==> config.mk <==
export PLATFORM = sky130hd
export DESIGN_NAME = lru_key_value_cache_unit
export DESIGN_NICKNAME = d
export VERILOG_FILES = /design/src/rtl/core/lkvc_pkg.sv /design/src/rtl/core/lkvc_ctrl.sv /design/src/rtl/core/lkvc_dpath.sv /design/src/rtl/core/lru_key_value_cache_unit.sv
export VERILOG_INCLUDE_DIRS = /design/src /design/src/rtl/core
export SDC_FILE = /design/constraint.sdc
export NUM_CORES = 2
export LEC_CHECK = 0
export ABC_CLOCK_PERIOD_IN_PS = 5900
export BUFFER_PORTS_ARGS = -buffer_cell sky130_fd_sc_hd__buf_4
export CAP_MARGIN = 20
export CORE_MARGIN = 10
export CORE_UTILIZATION = 35
export DETAILED_ROUTE_END_ITERATION = 16
export GPL_ROUTABILITY_DRIVEN = 0
export SYNTH_ARGS = -nofsm -noshare
export SYNTH_HDL_FRONTEND = slang
export SYNTH_SLANG_ARGS = --single-unit
==> constraint.sdc <==
create_clock -name clk -period 5.9 [get_ports clk]
set_input_delay 0.295 -clock clk [delete_from_list [all_inputs] [get_ports clk]]
set_output_delay 0.295 -clock clk [all_outputs]
set_load 0.01 [all_outputs]
==> src/rtl/core/lru_key_value_cache_unit_defines.svh <==
// Assertion macros shared by the cache controller and datapath.
// Depends on nothing; included by the files that carry assertions.
`ifndef LRU_KEY_VALUE_CACHE_UNIT_DEFINES_SVH
`define LRU_KEY_VALUE_CACHE_UNIT_DEFINES_SVH

// The consequent must hold in the same cycle as the antecedent.
`define LKVC_ASSERT_SAME(label, clk, rst_n, ante, cons) \
    label: assert property (@(posedge clk) disable iff (!rst_n) (ante) |-> (cons)) \
        else $error("lkvc: same-cycle check failed");

// The consequent must hold in the cycle after the antecedent.
`define LKVC_ASSERT_NEXT(label, clk, rst_n, ante, cons) \
    label: assert property (@(posedge clk) disable iff (!rst_n) (ante) |=> (cons)) \
        else $error("lkvc: next-cycle check failed");

`endif

==> src/rtl/core/lkvc_pkg.sv <==
// Shared types and constants of the LRU key/value cache.
// Used by the controller, the datapath and the top level.
package lkvc_pkg;

    localparam int CAP_W = 5;
    localparam logic [CAP_W-1:0] CAP_RESET = 5'd16;

    localparam logic REQ_GET = 1'b0;
    localparam logic REQ_PUT = 1'b1;

    localparam logic signed [31:0] MISS_VALUE = -32'sd1;

    typedef struct packed {
        logic               req_type;
        logic signed [31:0] key;
        logic signed [31:0] value;
    } req_t;

    typedef struct packed {
        logic               hit;
        logic signed [31:0] read_value;
    } rsp_t;

    // Commands from the controller to the datapath.
    typedef struct packed {
        logic load_req;
        logic lookup;
        logic update;
    } cmd_t;

    // Status from the datapath to the controller.
    typedef struct packed {
        logic is_get;
    } sts_t;

endpackage

==> src/rtl/core/lkvc_ctrl.sv <==
// Request sequencer of the LRU cache: idle, lookup and update steps,
// plus the response valid flag. Depends on lkvc_pkg and the defines header.
`include "lru_key_value_cache_unit_defines.svh"

module lkvc_ctrl
    import lkvc_pkg::*;
(
    input  logic clk,
    input  logic rst_n,
    input  logic req_valid,
    output logic req_stall,
    output logic rsp_valid,
    input  logic rsp_stall,
    output cmd_t cmd,
    input  sts_t sts
);

    typedef enum logic [1:0] {
        ST_IDLE,
        ST_LOOKUP,
        ST_UPDATE
    } state_t;

    state_t state_reg, state_next;
    logic   rsp_valid_reg, rsp_valid_next;
    logic   out_free;
    logic   finish;
    logic   accept;

    // A get can only retire once the response register is free to take it.
    assign out_free  = !rsp_valid_reg || !rsp_stall;
    assign finish    = (state_reg == ST_UPDATE) && (!sts.is_get || out_free);
    assign req_stall = !((state_reg == ST_IDLE) || finish);
    assign accept    = req_valid && !req_stall;
    assign rsp_valid = rsp_valid_reg;

    assign cmd.load_req = accept;
    assign cmd.lookup   = (state_reg == ST_LOOKUP);
    assign cmd.update   = finish;

    always_comb
    begin
        state_next     = state_reg;
        rsp_valid_next = (rsp_valid_reg && rsp_stall) || (finish && sts.is_get);
        case (state_reg)
            ST_IDLE:
            begin
                if (accept)
                begin
                    state_next = ST_LOOKUP;
                end
            end
            ST_LOOKUP:
            begin
                state_next = ST_UPDATE;
            end
            ST_UPDATE:
            begin
                if (finish)
                begin
                    state_next = accept ? ST_LOOKUP : ST_IDLE;
                end
            end
            default:
            begin
                state_next = ST_IDLE;
            end
        endcase
    end

    always_ff @(posedge clk or negedge rst_n)
    begin
        if (!rst_n)
        begin
            state_reg     <= ST_IDLE;
            rsp_valid_reg <= 1'b0;
        end
        else
        begin
            state_reg     <= state_next;
            rsp_valid_reg <= rsp_valid_next;
        end
    end

    `LKVC_ASSERT_NEXT(a_accept_starts_lookup, clk, rst_n, accept, state_reg == ST_LOOKUP)
    `LKVC_ASSERT_NEXT(a_lookup_then_update, clk, rst_n, state_reg == ST_LOOKUP, state_reg == ST_UPDATE)
    `LKVC_ASSERT_SAME(a_rsp_from_get_update, clk, rst_n, $rose(rsp_valid_reg), $past(finish && sts.is_get))

endmodule

==> src/rtl/core/lkvc_dpath.sv <==
// Datapath of the LRU cache: key CAM, valid bits, recency ranks, value memory,
// capacity register and response registers. Depends on lkvc_pkg and the defines header.
`include "lru_key_value_cache_unit_defines.svh"

module lkvc_dpath
    import lkvc_pkg::*;
#(
    parameter int ENTRIES = 16
)
(
    input  logic             clk,
    input  logic             rst_n,
    input  cmd_t             cmd,
    output sts_t             sts,
    input  req_t             req_data,
    input  logic             cfg_we,
    input  logic [CAP_W-1:0] cfg_data,
    output rsp_t             rsp_data
);

    localparam int IDX_W = (ENTRIES > 1) ? $clog2(ENTRIES) : 1;
    localparam int CNT_W = $clog2(ENTRIES + 1);
    localparam int CMP_W = (CNT_W > CAP_W) ? CNT_W : CAP_W;

    logic [CAP_W-1:0]  cap_reg;
    req_t              req_reg;
    logic [31:0]       key_reg [ENTRIES];
    logic [ENTRIES-1:0] valid_reg, valid_next;
    logic [IDX_W-1:0]  rank_reg [ENTRIES];
    logic [IDX_W-1:0]  rank_next [ENTRIES];
    logic [CNT_W-1:0]  occ_reg, occ_next;
    logic [31:0]       value_mem [ENTRIES];

    logic              lk_hit_reg;
    logic [IDX_W-1:0]  lk_idx_reg;
    logic [IDX_W-1:0]  lk_rank_reg;
    logic              lk_evict_reg;
    logic [IDX_W-1:0]  lk_victim_reg;

    logic              rsp_hit_reg;
    logic [31:0]       rd_reg;

    logic [ENTRIES-1:0] match;
    logic [ENTRIES-1:0] victim_vec;
    logic [ENTRIES-1:0] free_vec;
    logic [IDX_W-1:0]  hit_idx, hit_rank, victim_idx, ins_idx;
    logic [IDX_W-1:0]  oldest_rank;
    logic              any_hit;
    logic              evict;
    logic [CMP_W-1:0]  cap_eff;

    logic              is_put;
    logic              miss_ins;
    logic              do_update;

    assign is_put     = (req_reg.req_type == REQ_PUT);
    assign sts.is_get = (req_reg.req_type == REQ_GET);

    // Capacity in use is the register clamped to one and to the entry count.
    always_comb
    begin
        cap_eff = CMP_W'(cap_reg);
        if (cap_eff == '0)
        begin
            cap_eff = CMP_W'(1);
        end
        else if (cap_eff > CMP_W'(ENTRIES))
        begin
            cap_eff = CMP_W'(ENTRIES);
        end
    end

    assign evict       = (CMP_W'(occ_reg) >= cap_eff);
    assign oldest_rank = IDX_W'(occ_reg - CNT_W'(1));

    // Valid ranks always form a permutation of 0..occ-1, and valid keys are
    // unique, so both the match and the victim vectors are at most one-hot.
    always_comb
    begin
        hit_idx    = '0;
        hit_rank   = '0;
        victim_idx = '0;
        ins_idx    = '0;
        for (int i = 0; i < ENTRIES; i++)
        begin
            match[i]      = valid_reg[i] && (key_reg[i] == req_reg.key);
            victim_vec[i] = valid_reg[i] && (rank_reg[i] == oldest_rank);
            if (match[i])
            begin
                hit_idx  = hit_idx | IDX_W'(i);
                hit_rank = hit_rank | rank_reg[i];
            end
            if (victim_vec[i])
            begin
                victim_idx = victim_idx | IDX_W'(i);
            end
        end
        free_vec = ~valid_reg | (evict ? victim_vec : '0);
        for (int i = ENTRIES - 1; i >= 0; i--)
        begin
            if (free_vec[i])
            begin
                ins_idx = IDX_W'(i);
            end
        end
    end

    assign any_hit = |match;

    assign miss_ins  = is_put && !lk_hit_reg;
    assign do_update = cmd.update && (lk_hit_reg || is_put);

    always_comb
    begin
        logic [IDX_W-1:0] iv;
        logic             is_tgt;
        logic             is_vic;
        logic             still_valid;
        iv          = '0;
        is_tgt      = 1'b0;
        is_vic      = 1'b0;
        still_valid = 1'b0;
        valid_next  = valid_reg;
        occ_next    = occ_reg;
        for (int i = 0; i < ENTRIES; i++)
        begin
            rank_next[i] = rank_reg[i];
        end
        if (do_update)
        begin
            for (int i = 0; i < ENTRIES; i++)
            begin
                iv          = IDX_W'(i);
                is_tgt      = (iv == lk_idx_reg);
                is_vic      = miss_ins && lk_evict_reg && (iv == lk_victim_reg);
                still_valid = valid_reg[i] && !is_vic;
                valid_next[i] = (is_tgt && miss_ins) ? 1'b1 : still_valid;
                if (is_tgt)
                begin
                    rank_next[i] = '0;
                end
                else if (still_valid && (miss_ins || (rank_reg[i] < lk_rank_reg)))
                begin
                    rank_next[i] = rank_reg[i] + IDX_W'(1);
                end
            end
            // An eviction and an insert cancel, so the count only grows.
            if (miss_ins && !lk_evict_reg)
            begin
                occ_next = occ_reg + CNT_W'(1);
            end
        end
    end

    always_ff @(posedge clk or negedge rst_n)
    begin
        if (!rst_n)
        begin
            cap_reg   <= CAP_RESET;
            valid_reg <= '0;
            occ_reg   <= '0;
            for (int i = 0; i < ENTRIES; i++)
            begin
                rank_reg[i] <= '0;
            end
        end
        else
        begin
            if (cfg_we)
            begin
                cap_reg <= cfg_data;
            end
            valid_reg <= valid_next;
            occ_reg   <= occ_next;
            for (int i = 0; i < ENTRIES; i++)
            begin
                rank_reg[i] <= rank_next[i];
            end
        end
    end

    always_ff @(posedge clk)
    begin
        if (cmd.load_req)
        begin
            req_reg <= req_data;
        end
        if (cmd.lookup)
        begin
            lk_hit_reg    <= any_hit;
            lk_idx_reg    <= any_hit ? hit_idx : ins_idx;
            lk_rank_reg   <= hit_rank;
            lk_evict_reg  <= evict;
            lk_victim_reg <= victim_idx;
        end
        if (do_update && miss_ins)
        begin
            key_reg[lk_idx_reg] <= req_reg.key;
        end
    end

    always_ff @(posedge clk)
    begin
        if (do_update && is_put)
        begin
            value_mem[lk_idx_reg] <= req_reg.value;
        end
        if (cmd.update && sts.is_get)
        begin
            rsp_hit_reg <= lk_hit_reg;
            rd_reg      <= value_mem[lk_idx_reg];
        end
    end

    assign rsp_data.hit        = rsp_hit_reg;
    assign rsp_data.read_value = rsp_hit_reg ? rd_reg : MISS_VALUE;

    `LKVC_ASSERT_SAME(a_match_onehot, clk, rst_n, cmd.lookup, $onehot0(match))
    `LKVC_ASSERT_SAME(a_victim_found, clk, rst_n, cmd.lookup && is_put && !any_hit && evict, $onehot(victim_vec))
    `LKVC_ASSERT_SAME(a_count_bounded, clk, rst_n, 1'b1, occ_reg <= CNT_W'(ENTRIES))
    `LKVC_ASSERT_SAME(a_count_matches_valid, clk, rst_n, 1'b1, CNT_W'($countones(valid_reg)) == occ_reg)

endmodule

==> src/rtl/core/lru_key_value_cache_unit.sv <==
// Top level of the LRU key/value cache: controller and datapath.
// Depends on lkvc_pkg, lkvc_ctrl and lkvc_dpath.
//
// A fully associative cache of ENTRIES key/value pairs with least-recently-used
// replacement. Each request passes through a lookup cycle that compares the
// key against every valid entry in parallel and picks the hit, victim or free
// slot, then an update cycle that applies the recency, valid and value changes.
// The next request is accepted during the update cycle, so its lookup follows
// straight on while the response side keeps up; a get whose response cannot yet
// be taken holds in its update cycle. A get's response is valid the cycle after
// its update cycle; a put gives no response. Valid bits are flip-flops cleared
// at reset, so the cache is usable right after reset. The user must write the
// capacity register only while no request is in flight; it is not enforced.
module lru_key_value_cache_unit
    import lkvc_pkg::*;
#(
    parameter int ENTRIES = 16
)
(
    input  logic             clk,
    input  logic             rst_n,
    input  logic             req_valid,
    output logic             req_stall,
    input  req_t             req_data,
    output logic             rsp_valid,
    input  logic             rsp_stall,
    output rsp_t             rsp_data,
    input  logic             cfg_we,
    input  logic [CAP_W-1:0] cfg_data
);

    cmd_t cmd;
    sts_t sts;

    lkvc_ctrl u_ctrl (
        .clk       (clk),
        .rst_n     (rst_n),
        .req_valid (req_valid),
        .req_stall (req_stall),
        .rsp_valid (rsp_valid),
        .rsp_stall (rsp_stall),
        .cmd       (cmd),
        .sts       (sts)
    );

    lkvc_dpath #(
        .ENTRIES (ENTRIES)
    ) u_dpath (
        .clk      (clk),
        .rst_n    (rst_n),
        .cmd      (cmd),
        .sts      (sts),
        .req_data (req_data),
        .cfg_we   (cfg_we),
        .cfg_data (cfg_data),
        .rsp_data (rsp_data)
    );

endmodule

### After elaboration in Yosys (flattened, before gate mapping)

Memory sizes are Yosys's and may differ from the RTL's. A register that Yosys moved wholly into a read port is not among the register bits.
Cells that the tools add are included.

* bits in registers: 173
* latch bits: 0
* RAM bits: 1024
* memory bits (read-only): 0
* output and inout port bits: 35
* memories: 2

* $add $sub $neg: 18
* $mul: 0
* div/mod/pow operators: 0
* order comparisons: 18
* eq/ne operators: 66
* shift operators: 0
* muxes and demuxes: 121
* bitwise gates (word level): 18
* reductions and logical operators: 190

Memories
* u_dpath.key_reg: words 16, width 32, read ports 16, clocked after Yosys merged registers in 0, wr ports 1, line lkvc_dpath.sv:27 `logic [31:0] key_reg [ENTRIES];`
* u_dpath.value_mem: words 16, width 32, read ports 1, clocked after Yosys merged registers in 1, wr ports 1, line lkvc_dpath.sv:32 `logic [31:0] value_mem [ENTRIES];`

Operator list (number)
* $eq 32x32->1: 16
* $mux 4: 79
* $logic_and 1x1->1: 106
* $add 4x1->4 const B: 16
* $eq 4x4->1: 16
* $eq 4x4->1 const A: 16
* $lt 4x4->1: 16
* $or 4x4->4: 15
* $reduce_and 2->1: 18
* $eq 3x4->1 const A: 8
* $mux 32: 1
* $reduce_bool 2->1: 16
* $mux 3: 8
* $mux 1: 23
* $logic_not 1->1: 21
* $logic_or 1x1->1: 21
* $eq 2x4->1 const A: 4
* $mux 16: 1
* $not 16->16: 1
* $or 16x16->16: 1
* $reduce_or 16->1: 1
* $mux 2: 6
* $mux 5: 2
* $eq 1x4->1 const A: 2
* other kinds (15): 17

### Longest topological paths before layout

An unclocked memory read counts as a cell.

* depth in word-level cells: 34
* mapped depth: 14
* gate-level depth less buffers: 13

### Hierarchy

From an unflattened synthesis, not the netlist that was laid out.

* cell total of the unflattened synthesis: 3244
* area, all modules: 53576.4 um2

Modules (own cells, without submodules)
* lkvc_dpath: instances 1, cells each 3227, area an instance 53410.0 um2
* lkvc_ctrl: instances 1, cells each 17, area an instance 166.4 um2

### Least setup slack after synthesis

OpenSTA, ideal clock, no wires.

* path kind: flip-flop to flip-flop
* start point: reg u_dpath.lk_idx_reg[2]
* end point: mem u_dpath.key_reg[3][0], enable pin
* library setup time: 0.503 ns
* arrival: 4.348 ns
* setup slack: 1.048 ns
* stages on the path, launching flop included: 5
* buffers on the path: 3
* period minus slack after synthesis: 4.852 ns
* cells stage by stage: edfxtp_1 -> clkbuf_1 -> buf_1 -> buf_1 -> nor4_1

RTL lines
* start: declaration: line lkvc_dpath.sv:35 `logic [IDX_W-1:0] lk_idx_reg;`
* start signal: assignment: line lkvc_dpath.sv:191 `lk_idx_reg <= any_hit ? hit_idx : ins_idx;`
* end: declaration: line lkvc_dpath.sv:27

No word-level cell before the write port.

### Worst setup path in the final report

* start point: reg u_dpath.occ_reg[0]
* end point: reg u_dpath.lk_idx_reg[0], data pin

* cells in the longest elaborated chain, start to end: 22
* elaborated cells on any way between the ends: 53
* those cells by class: add/sub: 1; order compare: 1; eq/ne: 16; mux: 18; bitwise: 1; reduce/logical: 16

RTL lines
* start: declaration: line lkvc_dpath.sv:31 `logic [CNT_W-1:0] occ_reg, occ_next;`
* start signal: assignment: line lkvc_dpath.sv:174 `occ_reg <= occ_next;`
* $sub 4x1->4 *: line lkvc_dpath.sv:74 `assign oldest_rank = IDX_W'(occ_reg - CNT_W'(1));`
* named net u_dpath.oldest_rank[0]: line lkvc_dpath.sv:47 `logic [IDX_W-1:0] oldest_rank;`
* $eq 4x4->1: line lkvc_dpath.sv:87 `victim_vec[i] = valid_reg[i] && (rank_reg[i] == oldest_rank);`
* $logic_and 1x1->1: line lkvc_dpath.sv:87
* $mux 16 *: line lkvc_dpath.sv:98 `free_vec = ~valid_reg | (evict ? victim_vec : '0);`
* $or 16x16->16 *: line lkvc_dpath.sv:98
* $mux 4 (15 in a row): line lkvc_dpath.sv:101 `if (free_vec[i])`
* $mux 4 *: line lkvc_dpath.sv:101
* $mux 4 *: line lkvc_dpath.sv:191

The timed path passes the listed nets; every way through them passes the cells marked *.
A chain may end at the register's enable or synchronous reset.

==> impl_metrics.ini <==
[worst_setup_path]
endpoint = u_dpath.lk_idx_reg[0]$_DFFE_PN_
required_ns = 6.47
cp_max_fo = 19
critical_path_depth = 10
cp-startpoint = u_dpath.occ_reg[0]$_DFFE_PN0P_
worstRegToRegCells = 10
crit_path_end_kind = flip-flop
worst_ep_arrival_time_ns = 4.81
rrSetupSlack_ns = 1.66
crit_top_cell = o211ai_1
worstReg2RegStart = u_dpath.occ_reg[0]$_DFFE_PN0P_
path_cells = inv_1 -> ha_1 -> xor2_1 -> nand3_1 -> or3b_1 -> o21ai_0 -> o211ai_1 -> a211oi_1 -> o211ai_1 -> o21ai_1
critPathBufInv = 1
crit_path_start_kind = flip-flop
slowest_delay_ns = 1.06
critPathKind = flip-flop to flip-flop
slowest_stage = dfrtp_1
r2r-end = u_dpath.lk_idx_reg[0]$_DFFE_PN_
crit_family = flip-flops

[synth]
synthSimpleGateAreaFrac = 0.0567
synth_compound_area_frac = 0.0337
ys_types = 67
synth_seq_cells = 1229
syn_area_per_cell_um2 = 17.3
yosys_warnings = 0
synth_area_leaders = edfxtp_1 (65%), xor2_1 (8.7%), mux4_2 (6.9%), dfrtp_1 (4.4%), ha_1 (1.7%)
synth_top_area_frac = 0.652
synth_edf_count = 1136
async_flop_share = 0.0757
synth_ff_type = edfxtp_1
netlist_instances = 3030
muxShareOfSynthArea = 0.0713
synth_xor_area_frac = 0.102
syn_area_um2 = 52300
synth_top_area_cell = edfxtp_1
synth_top_family_by_area = XOR/XNOR gates
synthesis.nets = 3176
synthAdderAreaFrac = 0.0170
synth-seq-area-share = 0.696

[cts]
clock-root-buffer = clkbuf_16
cts_buffers = 121
cts.path.max_buffers = 3
cts_setup_buffers = 0
htreeDepth = 3
clk_latency_ns = 0.77
path_clk_slew_ns = 0.06
cts_tree = built
cts.sinks = 1229
cts_resized = 0

[sta]
timing.setup.tns_ns = 0
rsz0062_at_grt = false
hold_violations = 0
finClkSkew_ns = 0.0791
clock.fmax_mhz = 236
max_slew_margin = 0.169
drv_slew = 0
fin_crit_ns = 4.24
final.period_utilization = 0.719
setup_viol = 0
holdWs_ns = 0.130
worstMarginPinSlew_ns = 1.24

[floorplanning]
chipHeight_um = 407
die_area_um2 = 165000
io_pins = 110
core_area_um2 = 148000
die_w_um = 407
initial_core_util = 0.353
rows = 141

[final_layout]
drive_gt1_frac = 0.178
post-route-util = 0.407
final_cells = 5348
fillers = 13260
regArea_um2 = 36400
syn2layout_area_growth_pct = 15.3
multi_input_area_um2 = 14800
nNetsFinal = 3457

[placed_design]
port_buffers = 109
dpl.cell_count = 5040
dpl.hpwl_mm = 80.2

[route]
viasPerCell = 5.18
ant_nets = 0
drt-initial-drc-count = 2710
wl_mm = 130
wl_per_cell_um = 24.4
vias = 27687
drc = 0
detail_route.first_pass.iterations = 6

[run_status]
status = finished clean

[global_route]
grt_max_degree = 136
gr-usage-all-layers = 0.156
antenna_found_initial = 4
grt_pass1_wl_mm = 192
grt_pass1_vias = 27657
grt_overflow = 0

[flow_run]
max_cap_violations = 0

[pwr]
irDropWorstVdd_uv = 274
powerDensity_nw_per_um2 = 360
p_leak_nw = 20.5

[worst_hold_path]
hp-class = input pin to async pin
-- cells in the final DEF, fill, tap and decap left out, types with 18 or more instances in the layout --
master,n
a21o_1,43
a21oi_1,37
a22o_1,26
buf_4,205
clkbuf_1,23
clkbuf_16,121
clkinv_1,37
clkinv_2,18
dfrtp_1,92
dlygate4sd3_1,74
edfxtp_1,1136
ha_1,71
inv_1,32
mux4_2,160
nand2_1,73
nand2b_1,75
nand3_1,66
nand4_1,31
nor2_1,46
nor3_1,41
nor4_1,120
o21ai_0,84
xnor2_1,59
xor2_1,520
-- report_power, final --
group / total [mW] / leakage, nW / switching, mW / internal (mW)
logic: 3.38 / 7.21 / 1.78 / 1.60
clock network: 7.80 / 1.94 / 3.36 / 4.45
registers: 10.5 / 11.3 / 0.667 / 9.87
total: 21.7 / 20.5 / 5.81 / 15.9
-- metal layers --
layer | wire (um) | part of all wire | track usage
met5 | 12 | 0.000092 | 0
met4 | 3130 | 0.024 | 0.0431
met1 | 59200 | 0.45 | 0.224
met3 | 9060 | 0.070 | 0.0334
met2 | 58800 | 0.45 | 0.238
-- how the worst min path moves through the flow --
stage	to	slack [ns]	startpoint
2_1_floorplan	u_ctrl.rsp_valid$_DFF_PN0_	-0.0006	rst_n
3_3_place_gp	u_dpath.cap_reg[0]$_DFFE_PN0P_	0.35	rst_n
3_5_place_dp	u_dpath.cap_reg[0]$_DFFE_PN0P_	0.35	rst_n
4_1_cts	u_dpath.cap_reg[1]$_DFFE_PN0P_	0.14	rst_n
5_1_grt	u_dpath.rank_reg[37]$_DFFE_PN0P_	0.18	rst_n
6_report	u_dpath.rank_reg[37]$_DFFE_PN0P_	0.13	rst_n
-- metrics by stage --
stage               power, mW  instance area, um2  setup WS, ns
detailed placement       14.0               55500          1.79
finish                   21.7               60300          1.66
global placement         14.0               55400          1.79
global route             22.6               60300          1.43
floorplan                13.0               52300          1.05
CTS                      21.9               60200          1.73
-- cell usage after synthesis (all sizes together) (43+ instances only) --
| cell | count |
|---|---|
| mux4 | 160 |
| xor2 | 521 |
| o21ai | 87 |
| nor2 | 72 |
| nand2b | 75 |
| nor3 | 46 |
| clkbuf | 43 |
| dfrtp | 92 |
| nor4 | 122 |
| a21o | 43 |
| buf | 87 |
| edfxtp | 1136 |
| xnor2 | 61 |
| ha | 71 |
| nand3 | 68 |
| nand2 | 73 |
-- repair_timing --
item / 4_1_cts / 5_1_grt
hold buffers: 74 / 0
endpoints found under the hold margin: 114 / 0
setup endpoints to repair: 0 / 0
-- cell type report --
| type | instances | area share |
|---|---|---|
| multi-input cells | 1638 | 0.246 |
| diodes | 1 | 0.0000415 |
| clock inverters | 84 | 0.0151 |
| well taps | 1930 | 0.0400 |
| flip-flops and latches | 1229 | 0.604 |
| inverters | 33 | 0.00205 |
| clock buffers | 145 | 0.0518 |
| repair buffers | 288 | 0.0408 |
-- kinds of logic after synthesis --
group	count (synthesis)
XOR/XNOR	590
AND/OR/NAND/NOR	540
buffers and inverters	163
flip-flops	1229
multiplexers	172
adder cells (fa/ha/maj)	71
AO/OA/AOI/OAI	265
Note: power is estimated with default switching activity, not from simulation.
